### src/sv/lks_pkg.sv
// Shared types, state codes and register map of the link keepalive supervisor.
package lks_pkg;

  typedef enum logic [3:0] {
    ST_WAIT  = 4'b0001,
    ST_AVAIL = 4'b0010,
    ST_CONN  = 4'b0100,
    ST_DISC  = 4'b1000
  } link_fsm_t;

  localparam logic [1:0] LINK_WAIT  = 2'd0;
  localparam logic [1:0] LINK_AVAIL = 2'd1;
  localparam logic [1:0] LINK_CONN  = 2'd2;
  localparam logic [1:0] LINK_DISC  = 2'd3;

  localparam int         CFG_ADDR_W      = 3;
  localparam logic       REG_WAIT_PERIOD = 1'b0;
  localparam logic       REG_CONN_PERIOD = 1'b1;
  localparam logic [15:0] PERIOD_RESET   = 16'd500;

  typedef struct packed {
    logic [15:0] wait_period;
    logic [15:0] conn_period;
  } lks_cfg_t;

  typedef struct packed {
    logic [1:0]  link_state;
    logic        ping_issued;
    logic        create_issued;
    logic        teardown_issued;
    logic        service_issued;
    logic        transport_up;
    logic        is_connected;
    logic [31:0] connections_total;
    logic [31:0] disconnects_total;
    logic [31:0] reconnects_total;
  } link_result_t;

  function automatic logic [1:0] link_code(link_fsm_t s);
    logic [1:0] code;
    unique case (s)
      ST_WAIT:  code = LINK_WAIT;
      ST_AVAIL: code = LINK_AVAIL;
      ST_CONN:  code = LINK_CONN;
      ST_DISC:  code = LINK_DISC;
      default:  code = LINK_WAIT;
    endcase
    return code;
  endfunction

endpackage

### src/sv/lks_tick_if.sv
// Tick channel: one beat carries the time and the ping and create answers.
interface lks_tick_if;
  logic        valid;
  logic        ready;
  logic [31:0] now_ms;
  logic        ping_reply;
  logic        create_ok;

  modport source (output valid, now_ms, ping_reply, create_ok, input ready);
  modport sink   (input valid, now_ms, ping_reply, create_ok, output ready);
endinterface

### src/sv/lks_report_if.sv
// Report channel: one beat carries the link status after one tick.
interface lks_report_if;
  logic        valid;
  logic        ready;
  logic [1:0]  link_state;
  logic        ping_issued;
  logic        create_issued;
  logic        teardown_issued;
  logic        service_issued;
  logic        transport_up;
  logic        is_connected;
  logic [31:0] connections_total;
  logic [31:0] disconnects_total;
  logic [31:0] reconnects_total;

  modport source (output valid, link_state, ping_issued, create_issued, teardown_issued,
                  service_issued, transport_up, is_connected, connections_total,
                  disconnects_total, reconnects_total, input ready);
  modport sink   (input valid, link_state, ping_issued, create_issued, teardown_issued,
                  service_issued, transport_up, is_connected, connections_total,
                  disconnects_total, reconnects_total, output ready);
endinterface

### src/sv/lks_cfg_regs.sv
// APB register block holding the two ping periods.
module lks_cfg_regs
  import lks_pkg::*;
(
  input  logic                  clk,
  input  logic                  rst,
  input  logic                  psel,
  input  logic                  penable,
  input  logic                  pwrite,
  input  logic [CFG_ADDR_W-1:0] paddr,
  input  logic [31:0]           pwdata,
  output logic [31:0]           prdata,
  output logic                  pready,
  output lks_cfg_t              cfg
);

  logic wr_en;
  logic reg_sel;

  assign pready  = 1'b1;
  assign wr_en   = psel & penable & pwrite;
  assign reg_sel = paddr[2];

  always_ff @(posedge clk) begin
    if (rst) begin
      cfg.wait_period <= PERIOD_RESET;
      cfg.conn_period <= PERIOD_RESET;
    end else if (wr_en) begin
      unique case (reg_sel)
        REG_WAIT_PERIOD: cfg.wait_period <= pwdata[15:0];
        REG_CONN_PERIOD: cfg.conn_period <= pwdata[15:0];
        default:         cfg.wait_period <= cfg.wait_period;
      endcase
    end
  end

  always_comb begin
    unique case (reg_sel)
      REG_WAIT_PERIOD: prdata = {16'd0, cfg.wait_period};
      REG_CONN_PERIOD: prdata = {16'd0, cfg.conn_period};
      default:         prdata = 32'd0;
    endcase
  end

endmodule

### src/sv/lks_step.sv
// Next-state and report logic for one tick of the link supervisor.
module lks_step
  import lks_pkg::*;
#(
  parameter int TIME_WIDTH  = 32,
  parameter int COUNT_WIDTH = 32
) (
  input  link_fsm_t              fsm,
  input  logic [TIME_WIDTH-1:0]  last_wait,
  input  logic [TIME_WIDTH-1:0]  last_live,
  input  logic [COUNT_WIDTH-1:0] conn_cnt,
  input  logic [COUNT_WIDTH-1:0] disc_cnt,
  input  logic [COUNT_WIDTH-1:0] reconn_cnt,
  input  logic                   xport,
  input  lks_cfg_t               cfg,
  input  logic [TIME_WIDTH-1:0]  now,
  input  logic                   ping_reply,
  input  logic                   create_ok,
  output link_fsm_t              fsm_next,
  output logic [TIME_WIDTH-1:0]  last_wait_next,
  output logic [TIME_WIDTH-1:0]  last_live_next,
  output logic [COUNT_WIDTH-1:0] conn_cnt_next,
  output logic [COUNT_WIDTH-1:0] disc_cnt_next,
  output logic [COUNT_WIDTH-1:0] reconn_cnt_next,
  output logic                   xport_next,
  output link_result_t           res
);

  logic [TIME_WIDTH-1:0]  wait_elapsed;
  logic [TIME_WIDTH-1:0]  live_elapsed;
  logic                   wait_due;
  logic                   live_due;
  logic [COUNT_WIDTH-1:0] conn_inc;
  logic                   ping;
  logic                   made;
  logic                   down;
  logic                   serviced;

  // Elapsed time wraps with the time width.
  assign wait_elapsed = now - last_wait;
  assign live_elapsed = now - last_live;
  assign wait_due     = wait_elapsed >= TIME_WIDTH'(cfg.wait_period);
  assign live_due     = live_elapsed >= TIME_WIDTH'(cfg.conn_period);
  assign conn_inc     = conn_cnt + COUNT_WIDTH'(1);

  always_comb begin
    fsm_next        = fsm;
    last_wait_next  = last_wait;
    last_live_next  = last_live;
    conn_cnt_next   = conn_cnt;
    disc_cnt_next   = disc_cnt;
    reconn_cnt_next = reconn_cnt;
    xport_next      = xport;
    ping            = 1'b0;
    made            = 1'b0;
    down            = 1'b0;
    serviced        = 1'b0;
    unique case (fsm)
      ST_WAIT: begin
        if (wait_due) begin
          last_wait_next = now;
          ping           = 1'b1;
          if (ping_reply) fsm_next = ST_AVAIL;
        end
      end
      ST_AVAIL: begin
        made = 1'b1;
        if (create_ok) begin
          conn_cnt_next = conn_inc;
          // count a reconnect once the session count passes one
          if (conn_inc > COUNT_WIDTH'(1)) reconn_cnt_next = reconn_cnt + COUNT_WIDTH'(1);
          xport_next     = 1'b1;
          last_live_next = now;
          fsm_next       = ST_CONN;
        end else begin
          down       = 1'b1;
          xport_next = 1'b0;
          fsm_next   = ST_WAIT;
        end
      end
      ST_CONN: begin
        serviced = 1'b1;
        if (live_due) begin
          last_live_next = now;
          ping           = 1'b1;
          if (!ping_reply) begin
            disc_cnt_next = disc_cnt + COUNT_WIDTH'(1);
            xport_next    = 1'b0;
            fsm_next      = ST_DISC;
          end
        end
      end
      default: begin
        // disconnected: tear down and start waiting again
        down           = 1'b1;
        last_wait_next = now;
        fsm_next       = ST_WAIT;
      end
    endcase
  end

  always_comb begin
    res.link_state        = link_code(fsm_next);
    res.ping_issued       = ping;
    res.create_issued     = made;
    res.teardown_issued   = down;
    res.service_issued    = serviced;
    res.transport_up      = xport_next;
    res.is_connected      = (fsm_next == ST_CONN);
    res.connections_total = 32'(conn_cnt_next);
    res.disconnects_total = 32'(disc_cnt_next);
    res.reconnects_total  = 32'(reconn_cnt_next);
  end

endmodule

### src/sv/link_keepalive_supervisor.sv
// Top level of the link keepalive supervisor: tick register, state, report register.
//
//   port     kind      role   beat contents
//   tick     stream in sink   now_ms, ping_reply, create_ok
//   report   stream out source link_state, issue flags, transport_up, counters
//   p*       APB       slave  waiting_ping_period (0x0), connected_ping_period (0x4)
//
// One tick per cycle while the report is not stalled: a tick enters the input register,
// is evaluated against the state registers and lands in the report register.
// report.valid rises when the report register takes the tick from the input register.
// A stalled report holds the input register; tick.ready drops only when both are full.
// Synchronous reset clears the state machine, counters and both valid bits.
module link_keepalive_supervisor
  import lks_pkg::*;
#(
  parameter int TIME_WIDTH  = 32,
  parameter int COUNT_WIDTH = 32
) (
  input  logic                  clk,
  input  logic                  rst,
  lks_tick_if.sink              tick,
  lks_report_if.source          report,
  input  logic                  psel,
  input  logic                  penable,
  input  logic                  pwrite,
  input  logic [CFG_ADDR_W-1:0] paddr,
  input  logic [31:0]           pwdata,
  output logic [31:0]           prdata,
  output logic                  pready
);

  lks_cfg_t cfg;

  // input register
  logic        in_valid;
  logic [31:0] in_now;
  logic        in_reply;
  logic        in_create;
  logic        advance;

  // supervisor state
  link_fsm_t              fsm;
  link_fsm_t              fsm_next;
  logic [TIME_WIDTH-1:0]  last_wait;
  logic [TIME_WIDTH-1:0]  last_wait_next;
  logic [TIME_WIDTH-1:0]  last_live;
  logic [TIME_WIDTH-1:0]  last_live_next;
  logic [COUNT_WIDTH-1:0] conn_cnt;
  logic [COUNT_WIDTH-1:0] conn_cnt_next;
  logic [COUNT_WIDTH-1:0] disc_cnt;
  logic [COUNT_WIDTH-1:0] disc_cnt_next;
  logic [COUNT_WIDTH-1:0] reconn_cnt;
  logic [COUNT_WIDTH-1:0] reconn_cnt_next;
  logic                   xport;
  logic                   xport_next;

  link_result_t step_res;
  link_result_t out_res;
  logic         out_valid;

  lks_cfg_regs u_cfg (
    .clk     (clk),
    .rst     (rst),
    .psel    (psel),
    .penable (penable),
    .pwrite  (pwrite),
    .paddr   (paddr),
    .pwdata  (pwdata),
    .prdata  (prdata),
    .pready  (pready),
    .cfg     (cfg)
  );

  lks_step #(
    .TIME_WIDTH  (TIME_WIDTH),
    .COUNT_WIDTH (COUNT_WIDTH)
  ) u_step (
    .fsm             (fsm),
    .last_wait       (last_wait),
    .last_live       (last_live),
    .conn_cnt        (conn_cnt),
    .disc_cnt        (disc_cnt),
    .reconn_cnt      (reconn_cnt),
    .xport           (xport),
    .cfg             (cfg),
    .now             (TIME_WIDTH'(in_now)),
    .ping_reply      (in_reply),
    .create_ok       (in_create),
    .fsm_next        (fsm_next),
    .last_wait_next  (last_wait_next),
    .last_live_next  (last_live_next),
    .conn_cnt_next   (conn_cnt_next),
    .disc_cnt_next   (disc_cnt_next),
    .reconn_cnt_next (reconn_cnt_next),
    .xport_next      (xport_next),
    .res             (step_res)
  );

  // Move the held tick into the report register when that register frees up.
  assign advance    = in_valid & (~out_valid | report.ready);
  assign tick.ready = ~in_valid | advance;

  always_ff @(posedge clk) begin
    if (rst) begin
      in_valid <= 1'b0;
    end else if (tick.ready) begin
      in_valid <= tick.valid;
    end
  end

  always_ff @(posedge clk) begin
    if (tick.valid & tick.ready) begin
      in_now    <= tick.now_ms;
      in_reply  <= tick.ping_reply;
      in_create <= tick.create_ok;
    end
  end

  always_ff @(posedge clk) begin
    if (rst) begin
      fsm        <= ST_WAIT;
      last_wait  <= '0;
      last_live  <= '0;
      conn_cnt   <= '0;
      disc_cnt   <= '0;
      reconn_cnt <= '0;
      xport      <= 1'b0;
    end else if (advance) begin
      fsm        <= fsm_next;
      last_wait  <= last_wait_next;
      last_live  <= last_live_next;
      conn_cnt   <= conn_cnt_next;
      disc_cnt   <= disc_cnt_next;
      reconn_cnt <= reconn_cnt_next;
      xport      <= xport_next;
    end
  end

  always_ff @(posedge clk) begin
    if (rst) begin
      out_valid <= 1'b0;
    end else if (advance) begin
      out_valid <= 1'b1;
    end else if (report.ready) begin
      out_valid <= 1'b0;
    end
  end

  always_ff @(posedge clk) begin
    if (advance) begin
      out_res <= step_res;
    end
  end

  assign report.valid             = out_valid;
  assign report.link_state        = out_res.link_state;
  assign report.ping_issued       = out_res.ping_issued;
  assign report.create_issued     = out_res.create_issued;
  assign report.teardown_issued   = out_res.teardown_issued;
  assign report.service_issued    = out_res.service_issued;
  assign report.transport_up      = out_res.transport_up;
  assign report.is_connected      = out_res.is_connected;
  assign report.connections_total = out_res.connections_total;
  assign report.disconnects_total = out_res.disconnects_total;
  assign report.reconnects_total  = out_res.reconnects_total;

endmodule

### src/flat_wrapper.sv
// flat-port wrapper written by rule: the top's interface ports become plain ports
module link_keepalive_supervisor_flat import lks_pkg::*;
#(
  parameter int TIME_WIDTH  = 32,
  parameter int COUNT_WIDTH = 32
)
  (clk, rst, psel, penable, pwrite, paddr, pwdata, prdata, pready, tick_valid, tick_now_ms, tick_ping_reply, tick_create_ok, tick_ready, report_valid, report_link_state, report_ping_issued, report_create_issued, report_teardown_issued, report_service_issued, report_transport_up, report_is_connected, report_connections_total, report_disconnects_total, report_reconnects_total, report_ready);
  lks_tick_if tick_i ();
  lks_report_if report_i ();
  input  logic clk;
  input  logic rst;
  input  logic psel;
  input  logic penable;
  input  logic pwrite;
  input  logic [CFG_ADDR_W-1:0] paddr;
  input  logic [31:0] pwdata;
  output logic [31:0] prdata;
  output logic pready;
  input wire logic [$bits(tick_i.valid)-1:0] tick_valid;
  input wire logic [$bits(tick_i.now_ms)-1:0] tick_now_ms;
  input wire logic [$bits(tick_i.ping_reply)-1:0] tick_ping_reply;
  input wire logic [$bits(tick_i.create_ok)-1:0] tick_create_ok;
  output wire logic [$bits(tick_i.ready)-1:0] tick_ready;
  output wire logic [$bits(report_i.valid)-1:0] report_valid;
  output wire logic [$bits(report_i.link_state)-1:0] report_link_state;
  output wire logic [$bits(report_i.ping_issued)-1:0] report_ping_issued;
  output wire logic [$bits(report_i.create_issued)-1:0] report_create_issued;
  output wire logic [$bits(report_i.teardown_issued)-1:0] report_teardown_issued;
  output wire logic [$bits(report_i.service_issued)-1:0] report_service_issued;
  output wire logic [$bits(report_i.transport_up)-1:0] report_transport_up;
  output wire logic [$bits(report_i.is_connected)-1:0] report_is_connected;
  output wire logic [$bits(report_i.connections_total)-1:0] report_connections_total;
  output wire logic [$bits(report_i.disconnects_total)-1:0] report_disconnects_total;
  output wire logic [$bits(report_i.reconnects_total)-1:0] report_reconnects_total;
  input wire logic [$bits(report_i.ready)-1:0] report_ready;
  assign tick_i.valid = tick_valid;
  assign tick_i.now_ms = tick_now_ms;
  assign tick_i.ping_reply = tick_ping_reply;
  assign tick_i.create_ok = tick_create_ok;
  assign tick_ready = tick_i.ready;
  assign report_valid = report_i.valid;
  assign report_link_state = report_i.link_state;
  assign report_ping_issued = report_i.ping_issued;
  assign report_create_issued = report_i.create_issued;
  assign report_teardown_issued = report_i.teardown_issued;
  assign report_service_issued = report_i.service_issued;
  assign report_transport_up = report_i.transport_up;
  assign report_is_connected = report_i.is_connected;
  assign report_connections_total = report_i.connections_total;
  assign report_disconnects_total = report_i.disconnects_total;
  assign report_reconnects_total = report_i.reconnects_total;
  assign report_i.ready = report_ready;
  link_keepalive_supervisor #(.TIME_WIDTH(TIME_WIDTH), .COUNT_WIDTH(COUNT_WIDTH)) u_core (.clk(clk), .rst(rst), .tick(tick_i), .report(report_i), .psel(psel), .penable(penable), .pwrite(pwrite), .paddr(paddr), .pwdata(pwdata), .prdata(prdata), .pready(pready));
endmodule
### config.mk
export PLATFORM = sky130hd
export DESIGN_NAME = link_keepalive_supervisor_flat
export DESIGN_NICKNAME = d
export VERILOG_FILES = /design/src/sv/lks_pkg.sv /design/src/sv/lks_tick_if.sv /design/src/sv/lks_report_if.sv /design/src/sv/lks_cfg_regs.sv /design/src/sv/lks_step.sv /design/src/sv/link_keepalive_supervisor.sv /design/src/flat_wrapper.sv
export SDC_FILE = /design/constraint.sdc
export NUM_CORES = 1
export LEC_CHECK = 0
export ABC_CLOCK_PERIOD_IN_PS = 7680
export BUFFER_PORTS_ARGS = -buffer_cell sky130_fd_sc_hd__buf_4
export CAP_MARGIN = 20
export CORE_MARGIN = 8
export CORE_UTILIZATION = 30
export CTS_CLUSTER_SIZE = 25
export DETAILED_ROUTE_END_ITERATION = 7
export SLEW_MARGIN = 20
export SYNTH_ARGS = -nofsm -noshare
export SYNTH_HDL_FRONTEND = slang
export SYNTH_SLANG_ARGS = --single-unit
### constraint.sdc
create_clock -name clk -period 7.68 [get_ports clk]
set_input_delay 2.304 -clock clk [delete_from_list [all_inputs] [get_ports clk]]
set_output_delay 2.304 -clock clk [all_outputs]
set_load 0.005 [all_outputs]
Word-level counts from Yosys, hierarchy flattened
Index checks and enable logic that the tools add are counted.
{ "word_totals": {"ff_bits": 337, "latchBits": 0, "mem_bits_rw": 0, "mem_bits_ro": 0, "input_bits": 76, "output_inout_bits": 139, "wordCells": 93, "memories": 0} }
{ "op_classes": {"addsub": 5, "mul": 0, "div": 0, "n_lt_le_gt_ge": 3, "eq_ne": 9, "shifts": 0, "muxes": 34, "n_bitwise": 10, "n_reduce_logical": 8} }
{ "ops": {"columns": ["cell", "n"], "rows": [
  ["32-bit two-way mux", 11],
  ["32-bit case mux with 2 select lines", 3],
  ["32-bit by 1-bit adder with 32-bit output, second input constant", 3],
  ["32-bit by 16-bit greater-or-equal comparator with 1-bit output", 2],
  ["32-bit subtractor", 2],
  ["32-bit by 1-bit > comparator with 1-bit output, second input constant", 1],
  ["4-bit two-way mux", 4],
  ["4-bit case mux with 3 select lines", 1],
  ["1-bit two-way mux", 10],
  ["4-bit by 2-bit equality test with 1-bit output, second input constant", 2],
  ["4-bit by 3-bit equality test with 1-bit output, second input constant", 2],
  ["1-bit case mux with 2 select lines", 3],
  ["2-bit case mux with 3 select lines", 1],
  ["1-bit AND", 4],
  ["4-bit by 1-bit equality test with 1-bit output, second input constant", 1],
  ["4-bit equality test, second input constant", 1],
  ["2-bit != test, second input constant", 2],
  ["1-bit NOT", 4],
  ["2-bit AND reduction", 2],
  ["4-bit AND reduction", 1],
  ["2-bit nonzero test", 2],
  ["2-bit OR reduction", 2],
  ["3-bit two-way mux", 1],
  ["3-bit AND reduction", 1],
  ["2 further kinds", 3]
]} }

Depth between registers and ports, before layout
{ "depth": {"depth_word": 6, "mapped_depth": 25, "depth_no_buf": 22} }

Modules after synthesis
From an unflattened synthesis, not the netlist that was laid out.
{ "unflattened": {"hier_cells": 2386, "hier_area_um2": 22541.6} }
{ "by_module_without_submodules": {"columns": ["mod", "n_inst", "cells_each", "area_per_inst_um2", "seq_area_each_um2"], "rows": [
  ["link_keepalive_supervisor", 1, 864, 11593.6, 7487.2],
  ["lks_step", 1, 1361, 9300.2, 0.0],
  ["lks_cfg_regs", 1, 161, 1647.8, 640.6]
]} }

Worst setup path after synthesis
No wires, ideal clock.
{ "synth_path": {"kind": "input to register", "start": "input report_ready", "end": "register u_core.reconn_cnt[31]", "setup_time_ns": 0.128, "arrival_time_ns": 6.653, "required_time_ns": 7.552, "setup_slack_ns": 0.899, "path_stages": 9, "path_buffers": 3, "cell_sequence": "nor2b_1 nand2b_1 clkbuf_1 inv_1 clkbuf_1 clkbuf_1 nand4_1 xor2_1 nor2_1"} }
{ "synth_via": {"elab_chain_cells": 2} }
{ "synth_rtl": {"columns": ["item", "line_no", "rtl"], "rows": [
  ["start: declaration", "flat_wrapper.sv:35", "input wire logic [$bits(report_i.ready)-1:0] report_ready;"],
  ["1-bit bitwise OR", "link_keepalive_supervisor.sv:100", "assign advance = in_valid & (~out_valid | report.ready);"],
  ["1-bit AND", "link_keepalive_supervisor.sv:100", null],
  ["net u_core.advance", "link_keepalive_supervisor.sv:39", "logic advance;"],
  ["end signal: assignment", "link_keepalive_supervisor.sv:134", "reconn_cnt <= reconn_cnt_next;"],
  ["end: declaration", "link_keepalive_supervisor.sv:52", "logic [COUNT_WIDTH-1:0] reconn_cnt;"]
]} }
The timed path passes the listed nets, and every way through them passes these cells.
A chain may end at the register's enable or synchronous reset.

Worst setup path in the final report
{ "layout_path": {"start": "register u_core.in_now[1]", "end": "register u_core.out_res, in the netlist u_core.report.disconnects_total[1] (data pin)"} }
{ "layout_via": {"elab_chain_cells": 4} }
{ "layout_rtl": {"columns": ["item", "line_no", "rtl"], "rows": [
  ["start: declaration", "link_keepalive_supervisor.sv:36", "logic [31:0] in_now;"],
  ["start signal: assignment", "link_keepalive_supervisor.sv:113", "in_now <= tick.now_ms;"],
  ["32-bit subtractor", "lks_step.sv:41", "assign live_elapsed = now - last_live;"],
  ["32-bit by 16-bit greater-or-equal comparator with 1-bit output", "lks_step.sv:43", "assign live_due = live_elapsed >= TIME_WIDTH'(cfg.conn_period);"],
  ["32-bit two-way mux", "lks_step.sv:83", "if (live_due) begin"],
  ["32-bit two-way mux", "lks_step.sv:58", "unique case (fsm)"],
  ["net u_core.disc_cnt_next[1]", "link_keepalive_supervisor.sv:51", "logic [COUNT_WIDTH-1:0] disc_cnt_next;"],
  ["end signal: assignment", "link_keepalive_supervisor.sv:151", "out_res <= step_res;"],
  ["end: declaration", "link_keepalive_supervisor.sv:58", "link_result_t out_res;"]
]} }
The timed path passes the listed nets, and every way through them passes these cells.

==> impl_results.md <==
- Worst slew margin: 0.353
- Remaining global-route overflow: 0
- P per Cell Area: approximately 200 nW/um^2
- Run status: finished, final reports clean
- Post-synth top area share: 0.204
- Number of synthesized flops with an enable pin: approximately 140
- Crit path DAT: roughly 6.2 ns
- Clock sinks: about 340
- # diodes: 0
- Setup Skew: roughly 0.028 ns
- Setup_tns: 0 ns
- CTS max path bufs: 3
- Synth top cells by count: 199 x dfxtp_1, 196 x nand2_1, 184 x nor2_1, 138 x edfxtp_1, 131 x a21oi_1
- Post-Syn Instances: roughly 2300
- WL final: around 54000 um
- Final setup viols: 0
- Layout cells sized above 1: 0.125
- Total net switching power: 1.19 mW
- Post-DP HPWL: ~39000 um
- H-tree Lvls: 2
- Total GRT Usage: 0.137
- Delay-heaviest family, CP: compound AO/OA/AOI/OAI gates
- Required time at the worst-slack endpoint: 7.99 ns
- Distinct cells, synth: 85
- Initial antenna violation count: 0
- Final worst slack: between 1.5 and 2 ns
- CTS tree: built
- Critical-path maximum fanout: 84
- Drt drc: 0
- Leakage: just under 9 nW
- Cts hold-fix bufs: 0
- Fin Hold WS: between 0.4 and 0.5 ns
- Fmax: 0.170 GHz
- Sequential Power Share: 0.420
- Most frequent cell after synthesis: dfxtp_1
- Core area: between 60000 and 70000 sq um
- GP Congestion: around 0.86
- Global-route wire length before repair: 86700 um
- ANT nets after route: 0
- Crit path time final: roughly 6 ns
- Final period util: 0.765
- Via count of the routed design: ~16000
- Int Power: 3.46 mW
- Worst r2r src: u_core.in_now[1]$_DFFE_PP_
- Post-synth top area cell: edfxtp_1
- Syn avg cell area: ~8.9 sq um
- Comb power frac: 0.124
- Rows: 95
- Initial DRC count: 1003
- Placed Cells: approximately 3200
- Die height: approximately 280 um
- CTS resizes: 0
- Fill cell count: roughly 7000
- Pin count of the biggest net entering global routing: around 150
- WS Path Type: flop to flop
- Max Cap Viol: 0
- Total power: about 4.6 mW
- Number of placed I/O pins: about 220
- Clk_lat worst skew: roughly 0.57 ns
- Vias in the first global route: approximately 16000
- Setup WS pre-CTS: roughly 1.8 ns
- Worst path slowest cell: buf_4
- DRT Pass-1 Iters: 5
- Crit-path max cell delay: about 0.62 ns
- Sw Share: 0.256
- RSZ-0062 raised after global routing: no
- Clock root buffer: clkbuf_16
- Multi-input gate area in the final layout: 11100 sq um
- Synth area leaders: edfxtp_1 20%, dfxtp_1 20%, ha_1 6.0%
- Max-slew violation count: 0
- NumNets Final: between 2000 and 3000
- IO buf count: between 150 and 200
- CP cell instances: ha_1 > nor2b_1 > o31a_1 > o31a_1 > o21ai_0 > a21oi_1 > o21a_1 > nor2_1 > xnor2_1 > ha_1 > a21o_1 > nand3_1 > a21oi_1 > or4_1 > a221oi_1 > o211ai_1 > nand4bb_1 > nor4_4 > buf_4 > nor3_1 > mux2_1
- Total setup buffers inserted after CTS: 0
- Via-to-Cell Ratio: just under 5
- Fin. Hold Viols: 0
- CP startpoint kind: flop
- Post-Syn Area: around 20000 sq um
- Register area: about 8100 sq um
- Clock power frac: 0.455
- CP endpoint kind: flop
- Seq/Total Area, Yosys: 0.400
- CP Launch Point: u_core.in_now[1]$_DFFE_PP_
- CTS Buf Count: 43
- Yosys warnings: 0
- Fin cells: 3291
- Fraction of registers with async set/reset: 0
- Drt wl/cell: around 16 um
- Buf/Inv on CP: 1
- CTS clock-pin slew for the worst setup and hold paths: 0.06 ns
- Main synth FF type: dfxtp_1
- Post-layout util: 0.353
- Die Wd: between 200 and 300 um
- Finished Cell Area: 23700 sq um
- Worst hold start: u_core.u_cfg.cfg[29]$_SDFFE_PP0P_
- Die area: approximately 76000 sq um
- Initial Util: 0.303
- Worst VDD drop: about 0.00017 V
- Layout overhead on the synthesized area: 16.6%
- Number of synthesized register bits: 337
- Worst-margin pin slew: 0.958 ns
- Placed cell areas: between 20000 and 25000 sq um
- Hold crit path type: flop to flop
layout make-up:
type	instances	area share
Tap cell	873	0.0461
Clock inverter	25	0.0145
Multi-Input combinational cell	1684	0.467
Timing Repair Buffer	193	0.0618
Inverter	125	0.0199
Clock buffer	54	0.0480
Sequential cell	337	0.343
final timing paths:
| path | slack, ns | cells after the start | to |
|---|---|---|---|
| setup / recovery | 1.80 | 21 | u_core.report.disconnects_total[1]$_DFFE_PP_ |
| hold / removal | 0.45 | 2 | u_core.u_cfg.cfg[29]$_SDFFE_PP0P_ |
| setup reg to reg | 1.80 | 21 | u_core.report.disconnects_total[1]$_DFFE_PP_ |
| hold reg to reg | 0.45 | 2 | u_core.u_cfg.cfg[29]$_SDFFE_PP0P_ |
worst register-to-register path, delay by kind of cell (launching register included):
family | cells | cell delay (ns)
mux | 1 | 0.42
compound gates | 9 | 1.78
simple gates | 7 | 1.61
buf+inv | 1 | 0.62
fa+ha+maj | 2 | 0.58
xor+xnor | 1 | 0.14
flops | 1 | 0.50
cell families after synthesis:
group	share of synthesized area
and+or+nand+nor	0.221
buffers and inverters	0.0595
DFF	0.400
muxes	0.0443
adders and majority gates	0.0623
other	0.000370
xor gates and xnor gates	0.0793
AOI/OAI and AO/OA	0.133
routing by layer:
layer / wire (um) / global-route usage / vias to the layer above
li1: - / - / 8255
met3: 2350 / 0.0257 / 67
met5: 0 / 0 / -
met1: 25100 / 0.180 / 7620
met4: 1110 / 0.0335 / 0
met2: 25400 / 0.230 / 314
sequential cells by signal, summed over array words and instances (netlist names), 2 cells and up:
name	count
u_core.report.reconnects_total	32
u_core.reconn_cnt	32
u_core.last_wait	32
u_core.fsm	4
u_core.in_now	32
u_core.report.connections_total	32
u_core.report.link_state	2
u_core.last_live	32
u_core.disc_cnt	32
u_core.conn_cnt	32
u_core.report.disconnects_total	32
u_core.u_cfg.cfg	32
cells in the final DEF, fill, tap and decap left out, types with 26 or more instances in the layout:
cell type,count
a21o_1,26
a21oi_1,130
and3_1,36
buf_4,191
clkbuf_16,43
dfxtp_1,199
edfxtp_1,138
ha_1,98
inv_1,124
mux2i_1,70
nand2_1,196
nand2b_1,105
nand3_1,74
nand4_1,45
nor2_1,184
nor2b_1,34
nor3_1,50
nor4_1,34
o21ai_0,100
or3_1,27
or4_1,26
xnor2_1,96
xor2_1,88
power by group through the flow:
stage	clock, mW	sequential [mW]	combinational [mW]
global placement	0	1.99	0.573
global route	2.27	1.96	0.644
detailed placement	0	1.99	0.576
CTS	2.20	1.95	0.579
floorplan	0	1.98	0.388
finish	2.12	1.95	0.576
No activity file was read; power rests on OpenSTA's default activity.
